--- src/rtl/core/tsr_pkg.sv ---
// tsr_pkg: shared constants, widths, state and register index codes
// for the trapezoid speed ramp; no dependencies
`timescale 1ns / 1ps

package tsr_pkg;

  localparam int PATH_W   = 32;
  localparam int SPEED_W  = 15;
  localparam int ACC_W    = 15;
  localparam int DIVR_W   = 16;
  localparam int REM_W    = 31;
  localparam int TICK_W   = 17;
  localparam int AVG_W    = PATH_W + 1;

  localparam logic [TICK_W-1:0] TICK_SAT = 17'd65536;
  localparam logic [REM_W-1:0]  REM_MAX  = 31'h7FFF_FFFF;

  // input opcodes
  localparam logic OP_TICK  = 1'b0;
  localparam logic OP_START = 1'b1;

  // serial multiplier: multiplicand a, multiplier b, one multiplier bit per cycle
  localparam int MUL_A_W   = 2 * SPEED_W;
  localparam int MUL_B_W   = DIVR_W;
  localparam int PROD_W    = MUL_A_W + MUL_B_W;
  localparam int MUL_STEPS = MUL_B_W;
  localparam int MUL_CNT_W = $clog2(MUL_STEPS);

  // serial restoring divider: one quotient bit per cycle
  localparam int DVS_W     = ACC_W + 1;
  localparam int DIV_STEPS = PROD_W;
  localparam int DIV_CNT_W = $clog2(DIV_STEPS);

  typedef enum logic [4:0] {
    S_IDLE = 5'b00001,
    S_SQR  = 5'b00010,
    S_SCL  = 5'b00100,
    S_DIV  = 5'b01000,
    S_DONE = 5'b10000
  } state_t;

  typedef enum logic [1:0] {
    CFG_TARGET_PATH    = 2'd0,
    CFG_REQUIRED_SPEED = 2'd1,
    CFG_ACCELERATION   = 2'd2,
    CFG_ACCEL_DIVIDER  = 2'd3
  } cfg_idx_t;

endpackage

--- src/rtl/core/tsr_mul.sv ---
// tsr_mul: shift-add multiplier, one multiplier bit per cycle
// depends on tsr_pkg
`timescale 1ns / 1ps

module tsr_mul import tsr_pkg::*; (
  input  logic               clk,
  input  logic               rst,
  input  logic               start,
  input  logic [MUL_A_W-1:0] a,
  input  logic [MUL_B_W-1:0] b,
  output logic               done,
  output logic [PROD_W-1:0]  prod
);

  logic                 busy;
  logic [MUL_CNT_W-1:0] cnt;
  logic [MUL_A_W-1:0]   mcand;
  logic [MUL_A_W:0]     sum;

  // upper half plus multiplicand when the low multiplier bit is set
  assign sum = {1'b0, prod[PROD_W-1:MUL_B_W]} + (prod[0] ? {1'b0, mcand} : '0);

  always_ff @(posedge clk) begin
    if (rst) begin
      busy <= 1'b0;
      cnt  <= '0;
      done <= 1'b0;
    end else begin
      done <= 1'b0;
      if (start) begin
        busy <= 1'b1;
        cnt  <= '0;
      end else if (busy) begin
        cnt <= cnt + 1'b1;
        if (cnt == MUL_CNT_W'(MUL_STEPS - 1)) begin
          busy <= 1'b0;
          done <= 1'b1;
        end
      end
    end
  end

  always_ff @(posedge clk) begin
    if (start) begin
      mcand <= a;
      prod  <= {{MUL_A_W{1'b0}}, b};
    end else if (busy) begin
      prod <= {sum, prod[MUL_B_W-1:1]};
    end
  end

endmodule

--- src/rtl/core/tsr_div.sv ---
// tsr_div: restoring divider, one quotient bit per cycle
// depends on tsr_pkg
`timescale 1ns / 1ps

module tsr_div import tsr_pkg::*; (
  input  logic              clk,
  input  logic              rst,
  input  logic              start,
  input  logic [PROD_W-1:0] dividend,
  input  logic [DVS_W-1:0]  divisor,
  output logic              done,
  output logic [PROD_W-1:0] quot
);

  logic                 busy;
  logic [DIV_CNT_W-1:0] cnt;
  logic [DVS_W-1:0]     dvs;
  logic [DVS_W-1:0]     part;
  logic [DVS_W:0]       trial;
  logic [DVS_W:0]       diff;
  logic                 fits;

  // bring down the next dividend bit and try the subtract
  assign trial = {part, quot[PROD_W-1]};
  assign diff  = trial - {1'b0, dvs};
  assign fits  = trial >= {1'b0, dvs};

  always_ff @(posedge clk) begin
    if (rst) begin
      busy <= 1'b0;
      cnt  <= '0;
      done <= 1'b0;
    end else begin
      done <= 1'b0;
      if (start) begin
        busy <= 1'b1;
        cnt  <= '0;
      end else if (busy) begin
        cnt <= cnt + 1'b1;
        if (cnt == DIV_CNT_W'(DIV_STEPS - 1)) begin
          busy <= 1'b0;
          done <= 1'b1;
        end
      end
    end
  end

  always_ff @(posedge clk) begin
    if (start) begin
      dvs  <= divisor;
      part <= '0;
      quot <= dividend;
    end else if (busy) begin
      part <= fits ? diff[DVS_W-1:0] : trial[DVS_W-1:0];
      quot <= {quot[PROD_W-2:0], fits};
    end
  end

endmodule

--- src/rtl/core/trapezoid_speed_ramp_with_brake.sv ---
// trapezoid_speed_ramp_with_brake: top level, sequencer and ramp state
// out_valid rises once an item has gone through the squaring and scaling
// multiply passes and the serial divide for the brake distance; a new item is
// taken only once the last one has committed its result, and a held result
// stalls the next item until it is taken
// reset (rst, synchronous): speed, goal and path cleared, tick counter
// saturated, forward direction, acceleration register 1, other configuration registers 0
`timescale 1ns / 1ps

module trapezoid_speed_ramp_with_brake import tsr_pkg::*; (
  input  logic                clk,
  input  logic                rst,
  // configuration write port
  input  logic                cfg_write,
  input  logic [1:0]          cfg_index,
  input  logic [PATH_W-1:0]   cfg_data,
  // input channel
  input  logic                in_valid,
  output logic                in_ready,
  input  logic                opcode,
  input  logic [PATH_W-1:0]   left_enc,
  input  logic [PATH_W-1:0]   right_enc,
  // result channel
  output logic                out_valid,
  input  logic                out_ready,
  output logic [SPEED_W-1:0]  speed_command,
  output logic                braking,
  output logic                arrived
);

  // configuration registers
  logic [PATH_W-1:0]  target_path;
  logic [SPEED_W-1:0] required_speed;
  logic [ACC_W-1:0]   acceleration;
  logic [DIVR_W-1:0]  accel_divider;

  // ramp state
  logic [SPEED_W-1:0] ramp_speed;
  logic [TICK_W-1:0]  tick_counter;
  logic [SPEED_W-1:0] goal_speed;
  logic [REM_W-1:0]   remaining_target;
  logic               direction_reverse;
  logic [AVG_W-1:0]   avg;

  state_t state;

  logic in_fire;
  logic commit;
  assign in_ready = (state == S_IDLE);
  assign in_fire  = in_valid && in_ready;
  // tick result is committed once the result slot is free or being emptied
  assign commit   = (state == S_DONE) && (!out_valid || out_ready);

  // ---------------------------------------------------------------
  // accept stage: direction, path load and averaged wheel path
  // ---------------------------------------------------------------
  logic               dir_new;
  logic [PATH_W-1:0]  tp_mag;
  logic [REM_W-1:0]   rem_load;
  logic [AVG_W:0]     path_sum;
  logic [AVG_W:0]     path_dir;
  logic [AVG_W:0]     path_rnd;

  always_comb begin
    dir_new  = (opcode == OP_START) ? target_path[PATH_W-1] : direction_reverse;
    tp_mag   = target_path[PATH_W-1] ? (~target_path + 1'b1) : target_path;
    // most negative target saturates to the largest magnitude
    rem_load = tp_mag[PATH_W-1] ? REM_MAX : tp_mag[REM_W-1:0];
    path_sum = {{2{left_enc[PATH_W-1]}}, left_enc}
             + {{2{right_enc[PATH_W-1]}}, right_enc};
    path_dir = dir_new ? (~path_sum + 1'b1) : path_sum;
    // halve with truncation toward zero
    path_rnd = path_dir + {{AVG_W{1'b0}}, path_dir[AVG_W]};
  end

  // ---------------------------------------------------------------
  // brake distance: speed^2 * divider / (2 * acceleration)
  // ---------------------------------------------------------------
  logic               mul_start;
  logic               mul_done;
  logic [MUL_A_W-1:0] mul_a;
  logic [MUL_B_W-1:0] mul_b;
  logic [PROD_W-1:0]  prod;
  logic               div_start;
  logic               div_done;
  logic [PROD_W-1:0]  brake_dist;
  logic [ACC_W-1:0]   acc_eff;
  logic [DVS_W-1:0]   divisor;

  // zero acceleration behaves as one
  assign acc_eff = (acceleration == '0) ? ACC_W'(1) : acceleration;
  assign divisor = {acc_eff, 1'b0};

  // first pass squares the speed, second pass scales by the divider
  assign mul_start = in_fire || ((state == S_SQR) && mul_done);
  assign mul_a     = (state == S_IDLE) ? {{SPEED_W{1'b0}}, ramp_speed} : prod[MUL_A_W-1:0];
  assign mul_b     = (state == S_IDLE) ? {1'b0, ramp_speed} : accel_divider;
  assign div_start = (state == S_SCL) && mul_done;

  tsr_mul u_mul (
    .clk   (clk),
    .rst   (rst),
    .start (mul_start),
    .a     (mul_a),
    .b     (mul_b),
    .done  (mul_done),
    .prod  (prod)
  );

  tsr_div u_div (
    .clk      (clk),
    .rst      (rst),
    .start    (div_start),
    .dividend (prod),
    .divisor  (divisor),
    .done     (div_done),
    .quot     (brake_dist)
  );

  // ---------------------------------------------------------------
  // final stage: brake and arrival checks, then the ramp step
  // ---------------------------------------------------------------
  logic signed [AVG_W+1:0]  rem_s;
  logic signed [AVG_W+1:0]  avg_s;
  logic signed [AVG_W+1:0]  avg2_s;
  logic signed [AVG_W+1:0]  to_go;
  logic signed [PROD_W+1:0] to_go_w;
  logic signed [PROD_W+1:0] brake_s;
  logic                     limited;
  logic                     plan_brake;
  logic                     at_target;
  logic [SPEED_W-1:0]       goal_eff;
  logic                     step;
  logic [SPEED_W:0]         up_sum;
  logic [SPEED_W:0]         floor_sum;
  logic [SPEED_W-1:0]       speed_next;
  logic [TICK_W-1:0]        tick_next;

  always_comb begin
    rem_s      = $signed({4'b0, remaining_target});
    avg_s      = $signed({{2{avg[AVG_W-1]}}, avg});
    avg2_s     = $signed({avg[AVG_W-1], avg, 1'b0});
    to_go      = rem_s - avg_s;
    to_go_w    = $signed({{(PROD_W - AVG_W){to_go[AVG_W+1]}}, to_go});
    brake_s    = $signed({2'b0, brake_dist});
    limited    = remaining_target != '0;
    plan_brake = limited && (avg2_s >= rem_s) && (to_go_w <= brake_s);
    at_target  = limited && (rem_s <= avg_s);
    goal_eff   = plan_brake ? SPEED_W'(1) : goal_speed;

    step      = (tick_counter >= {1'b0, accel_divider}) && (ramp_speed != goal_eff);
    up_sum    = {1'b0, ramp_speed} + {1'b0, acc_eff};
    floor_sum = {1'b0, goal_eff} + {1'b0, acc_eff};
    if (ramp_speed > goal_eff) begin
      // step down, clamp at the goal
      speed_next = ({1'b0, ramp_speed} < floor_sum) ? goal_eff : (ramp_speed - acc_eff);
    end else begin
      // step up, clamp at the goal
      speed_next = (up_sum > {1'b0, goal_eff}) ? goal_eff : up_sum[SPEED_W-1:0];
    end

    if (tick_counter < TICK_SAT) begin
      tick_next = tick_counter + 1'b1;
    end else begin
      tick_next = tick_counter;
    end
  end

  // ---------------------------------------------------------------
  // registers
  // ---------------------------------------------------------------
  always_ff @(posedge clk) begin
    if (rst) begin
      target_path       <= '0;
      required_speed    <= '0;
      acceleration      <= ACC_W'(1);
      accel_divider     <= '0;
      ramp_speed        <= '0;
      tick_counter      <= TICK_SAT;
      goal_speed        <= '0;
      remaining_target  <= '0;
      direction_reverse <= 1'b0;
      state             <= S_IDLE;
      out_valid         <= 1'b0;
    end else begin
      if (cfg_write) begin
        case (cfg_index)
          CFG_TARGET_PATH:    target_path    <= cfg_data;
          CFG_REQUIRED_SPEED: required_speed <= cfg_data[SPEED_W-1:0];
          CFG_ACCELERATION:   acceleration   <= cfg_data[ACC_W-1:0];
          CFG_ACCEL_DIVIDER:  accel_divider  <= cfg_data[DIVR_W-1:0];
          default: ;
        endcase
      end

      // new result beat offered, or the held one taken
      if (commit) begin
        out_valid <= 1'b1;
      end else if (out_ready) begin
        out_valid <= 1'b0;
      end

      case (state)
        S_IDLE: begin
          if (in_fire) begin
            // start item loads direction, path and goal
            if (opcode == OP_START) begin
              direction_reverse <= target_path[PATH_W-1];
              remaining_target  <= rem_load;
              goal_speed        <= required_speed;
            end
            state <= S_SQR;
          end
        end
        S_SQR: begin
          if (mul_done) begin
            state <= S_SCL;
          end
        end
        S_SCL: begin
          if (mul_done) begin
            state <= S_DIV;
          end
        end
        S_DIV: begin
          if (div_done) begin
            state <= S_DONE;
          end
        end
        S_DONE: begin
          // wait for a free result slot before committing the tick
          if (commit) begin
            state <= S_IDLE;
            if (at_target) begin
              ramp_speed       <= '0;
              tick_counter     <= TICK_SAT;
              goal_speed       <= '0;
              remaining_target <= '0;
            end else begin
              goal_speed <= goal_eff;
              if (step) begin
                ramp_speed   <= speed_next;
                tick_counter <= '0;
              end else begin
                tick_counter <= tick_next;
              end
            end
          end
        end
        default: state <= S_IDLE;
      endcase
    end
  end

  // payload registers
  always_ff @(posedge clk) begin
    if (in_fire) begin
      avg <= path_rnd[AVG_W:1];
    end
    if (commit) begin
      speed_command <= at_target ? '0 : (step ? speed_next : ramp_speed);
      braking       <= plan_brake;
      arrived       <= at_target;
    end
  end

endmodule

--- config.mk ---
export PLATFORM = sky130hd
export DESIGN_NAME = trapezoid_speed_ramp_with_brake
export DESIGN_NICKNAME = d
export VERILOG_FILES = /design/src/rtl/core/tsr_pkg.sv /design/src/rtl/core/tsr_mul.sv /design/src/rtl/core/tsr_div.sv /design/src/rtl/core/trapezoid_speed_ramp_with_brake.sv
export SDC_FILE = /design/constraint.sdc
export NUM_CORES = 1
export LEC_CHECK = 0
export BUFFER_PORTS_ARGS = -buffer_cell sky130_fd_sc_hd__buf_2
export CAP_MARGIN = 0
export CORE_MARGIN = 5
export CORE_UTILIZATION = 45
export DETAILED_ROUTE_END_ITERATION = 10
export HOLD_SLACK_MARGIN = 0.12
export PLACE_DENSITY = 0.65
export SYNTH_ARGS = -nofsm -noshare
export SYNTH_HDL_FRONTEND = slang
export SYNTH_SLANG_ARGS = --single-unit
--- constraint.sdc ---
create_clock -name clk -period 10.95 [get_ports clk]
set_input_delay 2.19 -clock clk [delete_from_list [all_inputs] [get_ports clk]]
set_output_delay 2.19 -clock clk [all_outputs]
set_load 0.05 [all_outputs]
After elaboration in Yosys (flattened, before gate mapping) --
Cells that the tools add are included.
Cells by class: bitwise gates (word level) 4, equal/unequal tests 18, muxes and demuxes 48, reductions and logical operators 33, order comparisons 9, add/subtract/negate cells 13
Operators by type and width (number):
- $mux W15 | 12
- $mux W31 | 5
- $mux W46 | 2
- $mux W16 | 4
- $pmux W31 S2 | 1
- $mux W17 | 3
- $le A34 B47 Y1 | 1
- $add A34 B1 Y34 | 1
- $add A34 B1 Y34 const B | 1
- $ge A17 B16 Y1 | 2
- $ge A34 B32 Y1 | 1
- $mux W34 | 1
- $not A34 Y34 | 1
- $sub A32 B33 Y34 | 1
- $add A32 B32 Y33 | 1
- $le A32 B33 Y1 | 1
- $add A15 B15 Y16 | 2
- $add A32 B1 Y32 const B | 1
- $mux W32 | 1
- $not A32 Y32 | 1
- $add A30 B30 Y31 | 1
- $reduce_bool A31 Y1 | 1
- $mux W30 | 1
- $pmux W15 S2 | 1
- 38 further kinds | 78
Word-level totals: bits of input ports 104, output and inout port bits 19, flip-flop bits (word level) 380, word-level logic and storage cells 153

Logic depth before layout (Yosys ltp) --
depth after elaboration 10, mapped depth 49

By module --
A second synthesis with hierarchy kept.
Second synthesis, totals: cells, all modules 3542, area total of the unflattened synthesis 29707.2 um2
Modules (own cells, without submodules):
- trapezoid_speed_ramp_with_brake | seq. area each 4764.6 um2, area an instance 20508.4 um2, instances 1, cells each 2681
- tsr_mul | seq. area each 2102.0 um2, area an instance 4768.3 um2, instances 1, cells each 479
- tsr_div | seq. area each 2342.2 um2, area an instance 4430.5 um2, instances 1, cells each 382

Worst setup path after synthesis --
OpenSTA, ideal clock, no wires.
kind register to register, start point reg avg[1], end point reg speed_command[6], data pin, required time 10.689 ns, path slack 2.205 ns, period minus slack after synthesis 8.745 ns, buffers on the path 4, cell stages (with the launch flop) 49, arrival 8.485 ns, cells stage by stage edfxtp_1 > inv_1 > ha_1 > nor2b_1 > o21bai_1 > a31oi_1 > a221oi_2 > o31ai_1 > a21oi_1 > nor2_1 > o21a_1 > o21a_1 > o21ai_0 > nand2b_1 > a21oi_1 > o31ai_1 > xnor2_1 > ha_1 > [13 not listed] > nand2_1 > o211ai_1 > a31oi_1 > o41ai_1 > mux2i_1 > a2111oi_0 > ha_1 > o21ai_0 > a221oi_1 > o221ai_1 > a31o_2 > a21o_1 > clkbuf_1 > buf_2 > mux2i_1 > nor2_1 > a21oi_1 > nand2_1
On the way: cells in the longest elaborated chain, start to end 10
RTL lines:
- start, declared | line trapezoid_speed_ramp_with_brake.sv:43 | logic [AVG_W-1:0] avg;
- start signal, assigned | line trapezoid_speed_ramp_with_brake.sv:258 | avg <= path_rnd[AVG_W:1];
- $sub A32 B33 Y34 / $ge A34 B32 Y1 (equally long branches) | line trapezoid_speed_ramp_with_brake.sv:143, trapezoid_speed_ramp_with_brake.sv:147
- $le A34 B47 Y1 / $logic_and A1 B1 Y1 (equally long branches) | line trapezoid_speed_ramp_with_brake.sv:147 | plan_brake = limited && (avg2_s >= rem_s) && (to_go_w <= brake_s);
- $logic_and A1 B1 Y1 | line trapezoid_speed_ramp_with_brake.sv:147
- $mux W15 | line trapezoid_speed_ramp_with_brake.sv:149 | goal_eff = plan_brake ? SPEED_W'(1) : goal_speed;
- $add A15 B15 Y16 | line trapezoid_speed_ramp_with_brake.sv:153 | floor_sum = {1'b0, goal_eff} + {1'b0, acc_eff};
- $lt A15 B16 Y1 | line trapezoid_speed_ramp_with_brake.sv:156 | speed_next = ({1'b0, ramp_speed} < floor_sum) ? goal_eff : (ramp_speed - acc_eff);
- $mux W15 | line trapezoid_speed_ramp_with_brake.sv:156
- $mux W15 | line trapezoid_speed_ramp_with_brake.sv:154 | if (ramp_speed > goal_eff) begin
- $mux W15
- $mux W15 *
- end signal, assigned | line trapezoid_speed_ramp_with_brake.sv:261 | speed_command <= at_target ? '0 : (step ? speed_next : ramp_speed);
- end, declared | line trapezoid_speed_ramp_with_brake.sv:26 | output logic [SPEED_W-1:0] speed_command,
Every way passes the cells marked *; elsewhere a longest branch is shown, timed or not. A chain may end at the register's enable or synchronous reset.

Worst setup path in the final report --
start point reg avg[2], end point reg speed_command[12], data pin
The elaborated chain is that of the path after synthesis.

==> impl_metrics.env <==
export IMPL_outcome="completed"
export IMPL_start_kind="flip-flop"
export IMPL_drive_gt1_frac=0.08471
export IMPL_final_common_cell="nand2_1"
export IMPL_die_w_um=262.6
export IMPL_drtIter0Drc=1813
export IMPL_synth_warnings=0
export IMPL_synth_edf_count=157
export IMPL_required_ns=11.24
export IMPL_path_max_fanout=16
export IMPL_clock_sinks=380
export IMPL_final_period_utilization=0.8991
export IMPL_synth_cell_area_um2=28700
export IMPL_max_freq_mhz=101.6
export IMPL_critPathMaxStageDelay_ns=0.50
export IMPL_async_flop_share=0
export IMPL_crit_type="flip-flop to flip-flop"
export IMPL_finalHoldViolCount=0
export IMPL_ys_ff_latch=380
export IMPL_drv_cap=0
export IMPL_endpoint_kind="flip-flop"
export IMPL_post_cts_buffers=0
export IMPL_grt_pass1_wl_mm=125.3
export IMPL_row_count=92
export IMPL_ys_types=106
export IMPL_powerDensity_nw_per_um2=140.1
export IMPL_regToRegSetupSlack_ns=1.11
export IMPL_die_area_um2=68940
export IMPL_ant_nets=0
export IMPL_max_slew_worst_pin_slew_ns=1.206
export IMPL_grt_pass1_vias=23267
export IMPL_tns_ns=0
export IMPL_ys_flop_type="dfxtp_1"
export IMPL_antennaDiodeCount=0
export IMPL_cts_hold_fix_buffers=0
export IMPL_clock_skew_final_ns=0.03018
export IMPL_ir_worst_vdd_uv=99.42
export IMPL_syn_area_per_cell_um2=8.325
export IMPL_vias=24509
export IMPL_clock_path_buffers=3
export IMPL_layout_setup_ws_ns=1.105
export IMPL_viasPerCell=5.616
export IMPL_grt_start_max_net_pins=103
export IMPL_ios=123
export IMPL_gp_congestion=0.9215
export IMPL_slew_violations=0
export IMPL_grt_overflow=0
export IMPL_cts_clk_slew_worst_paths_ns=0.06
export IMPL_drt_total_wl_mm=77.84
export IMPL_slowest_stage="o41ai_1"
export IMPL_syn_nets=3853
export IMPL_htree_levels=2
export IMPL_start_util=0.4550
export IMPL_core_area_um2=63080
export IMPL_drc_errors=0
export IMPL_yosys_area_top_type="edfxtp_1"
export IMPL_dp_worst_setup_slack_ns=0.7491
export IMPL_cts_root_buffer="clkbuf_16"
export IMPL_cpMostUsedCell="o21ai_0"
export IMPL_cts_tree="yes"
export IMPL_antenna_found_initial=0
export IMPL_grt_total_usage=0.2172
export IMPL_period_minus_slack_ns=9.845
export IMPL_area_growth_pct=9.533
export IMPL_slew_limit_headroom=0.1958
export IMPL_portBuffers=122
export IMPL_synth_area_leaders="edfxtp_1, dfxtp_1, ha_1, a21oi_1, nand2_1"
export IMPL_nNetsFinal=3887
export IMPL_arrival_ns=10.13
export IMPL_first_pass_iters=6
export IMPL_clock_latency_ns=0.59
export IMPL_power_leakage_nw=13.14
export IMPL_holdWs_ns=0.4621
export IMPL_ys_seq_area_frac=0.3198
export IMPL_fill_cells=6183
export IMPL_setup_violations=0
export IMPL_synth_top_area_share=0.1642
export IMPL_wl_per_cell_um=17.84
export IMPL_numCtsBuffers=44
export IMPL_synthCells=3448
export IMPL_layout_common_cells="nand2_1, a21oi_1, ha_1, nor2_1, inv_1"
export IMPL_dp_hpwl_mm=59.90
export IMPL_rsz0062_at_grt="false"
export IMPL_hold_class="flip-flop to flip-flop"
export IMPL_die_y_um=262.6
[critical path, delay by kind of cell, from the launching register on]
family,cells,cell delay (ns)
adder cells (fa/ha/maj),4,1.15
AND/OR/NAND/NOR,12,1.85
AO/OA/AOI/OAI,24,5.29
buffers and inverters,3,0.48
multiplexers,2,0.37
flip-flops,1,0.39
[area by class of cell]
type	instances	area (um^2)	area share
inverter	233	875.8	0.02786
sequential	380	9180	0.2920
clock inverter	22	210.2	0.006686
clock buffer	60	1242	0.03952
multi-input combinational	2676	18070	0.5748
timing repair buffer	147	800.8	0.02547
tap	846	1059	0.03367
[metrics by stage]
step	std cells	utilization	cell area, um^2	power (W)
3_5_place_dp	4282	0.4753	29980	0.002941
2_1_floorplan	3448	-	28700	0.002634
4_1_cts	4364	0.4983	31440	0.004434
6_report	4364	0.4984	31440	0.004406
3_3_place_gp	4282	0.4753	29980	0.002931
5_1_grt	4364	0.4984	31440	0.004657
[where the power goes]
part / internal [W] / switching, W
Clock: 0.000853 / 0.000634
Sequential: 0.00159 / 0.000102
Combinational: 0.000506 / 0.000721
Total: 0.00295 / 0.00146
[worst paths after layout]
kind | start | to | cells after the start
worst min register to register | accel_divider[15] | accel_divider[15] | 2
worst max-delay path | avg[2] | speed_command[12] | 45
worst max register to register | avg[2] | speed_command[12] | 45
worst min-delay path | accel_divider[15] | accel_divider[15] | 2
[registers in the layout, indices dropped and copies added (netlist names), 4 cells and up]
register and cells:
required_speed 15, u_div.dvs 15, remaining_target 31, tick_counter 17, accel_divider 16, u_mul.prod 46
avg 33, u_div.cnt 6, u_mul.mcand 30, goal_speed 15, target_path 32, u_mul.cnt 4
state 5, u_div.quot 46, speed_command 15, ramp_speed 15, u_div.part 16, acceleration 15
[cell families after synthesis]
logic type | after synthesis | share of synthesized area
and+or+nand+nor | 1132 | 0.1904
AOI/OAI and AO/OA | 966 | 0.2156
buffers and inverters | 392 | 0.05239
DFF | 380 | 0.3198
adders and majority gates | 302 | 0.1334
xor gates and xnor gates | 219 | 0.06852
muxes | 57 | 0.01996
[cells in the mapped netlist (22+ instances only)]
cell / number
a211oi_1: 49
a21o_1: 111
a21oi_1: 317
a31oi_1: 51
and2_1: 69
clkbuf_1: 130
dfxtp_1: 223
edfxtp_1: 157
ha_1: 294
inv_1: 230
mux2i_1: 55
nand2_1: 422
nand2b_1: 40
nand3_1: 56
nand4_1: 45
nor2_1: 250
nor2b_1: 40
nor3_1: 67
nor4_1: 28
o21a_1: 34
o21ai_0: 175
o21bai_1: 25
or3_1: 22
xnor2_1: 127
xor2_1: 87
[per-layer routing]
metal  global-route usage  wire [um]
met1               0.2985      36060
met2               0.3672      36280
met3              0.02200       3486
met4              0.05808       2011
met5                    0          0
[timing repair]
item                                   in CTS  in global routing
setup endpoints to repair                   0                 19
endpoints found under the hold margin       0                  0
gates resized for setup                     0                  2
No activity file was read; power rests on OpenSTA's default activity.
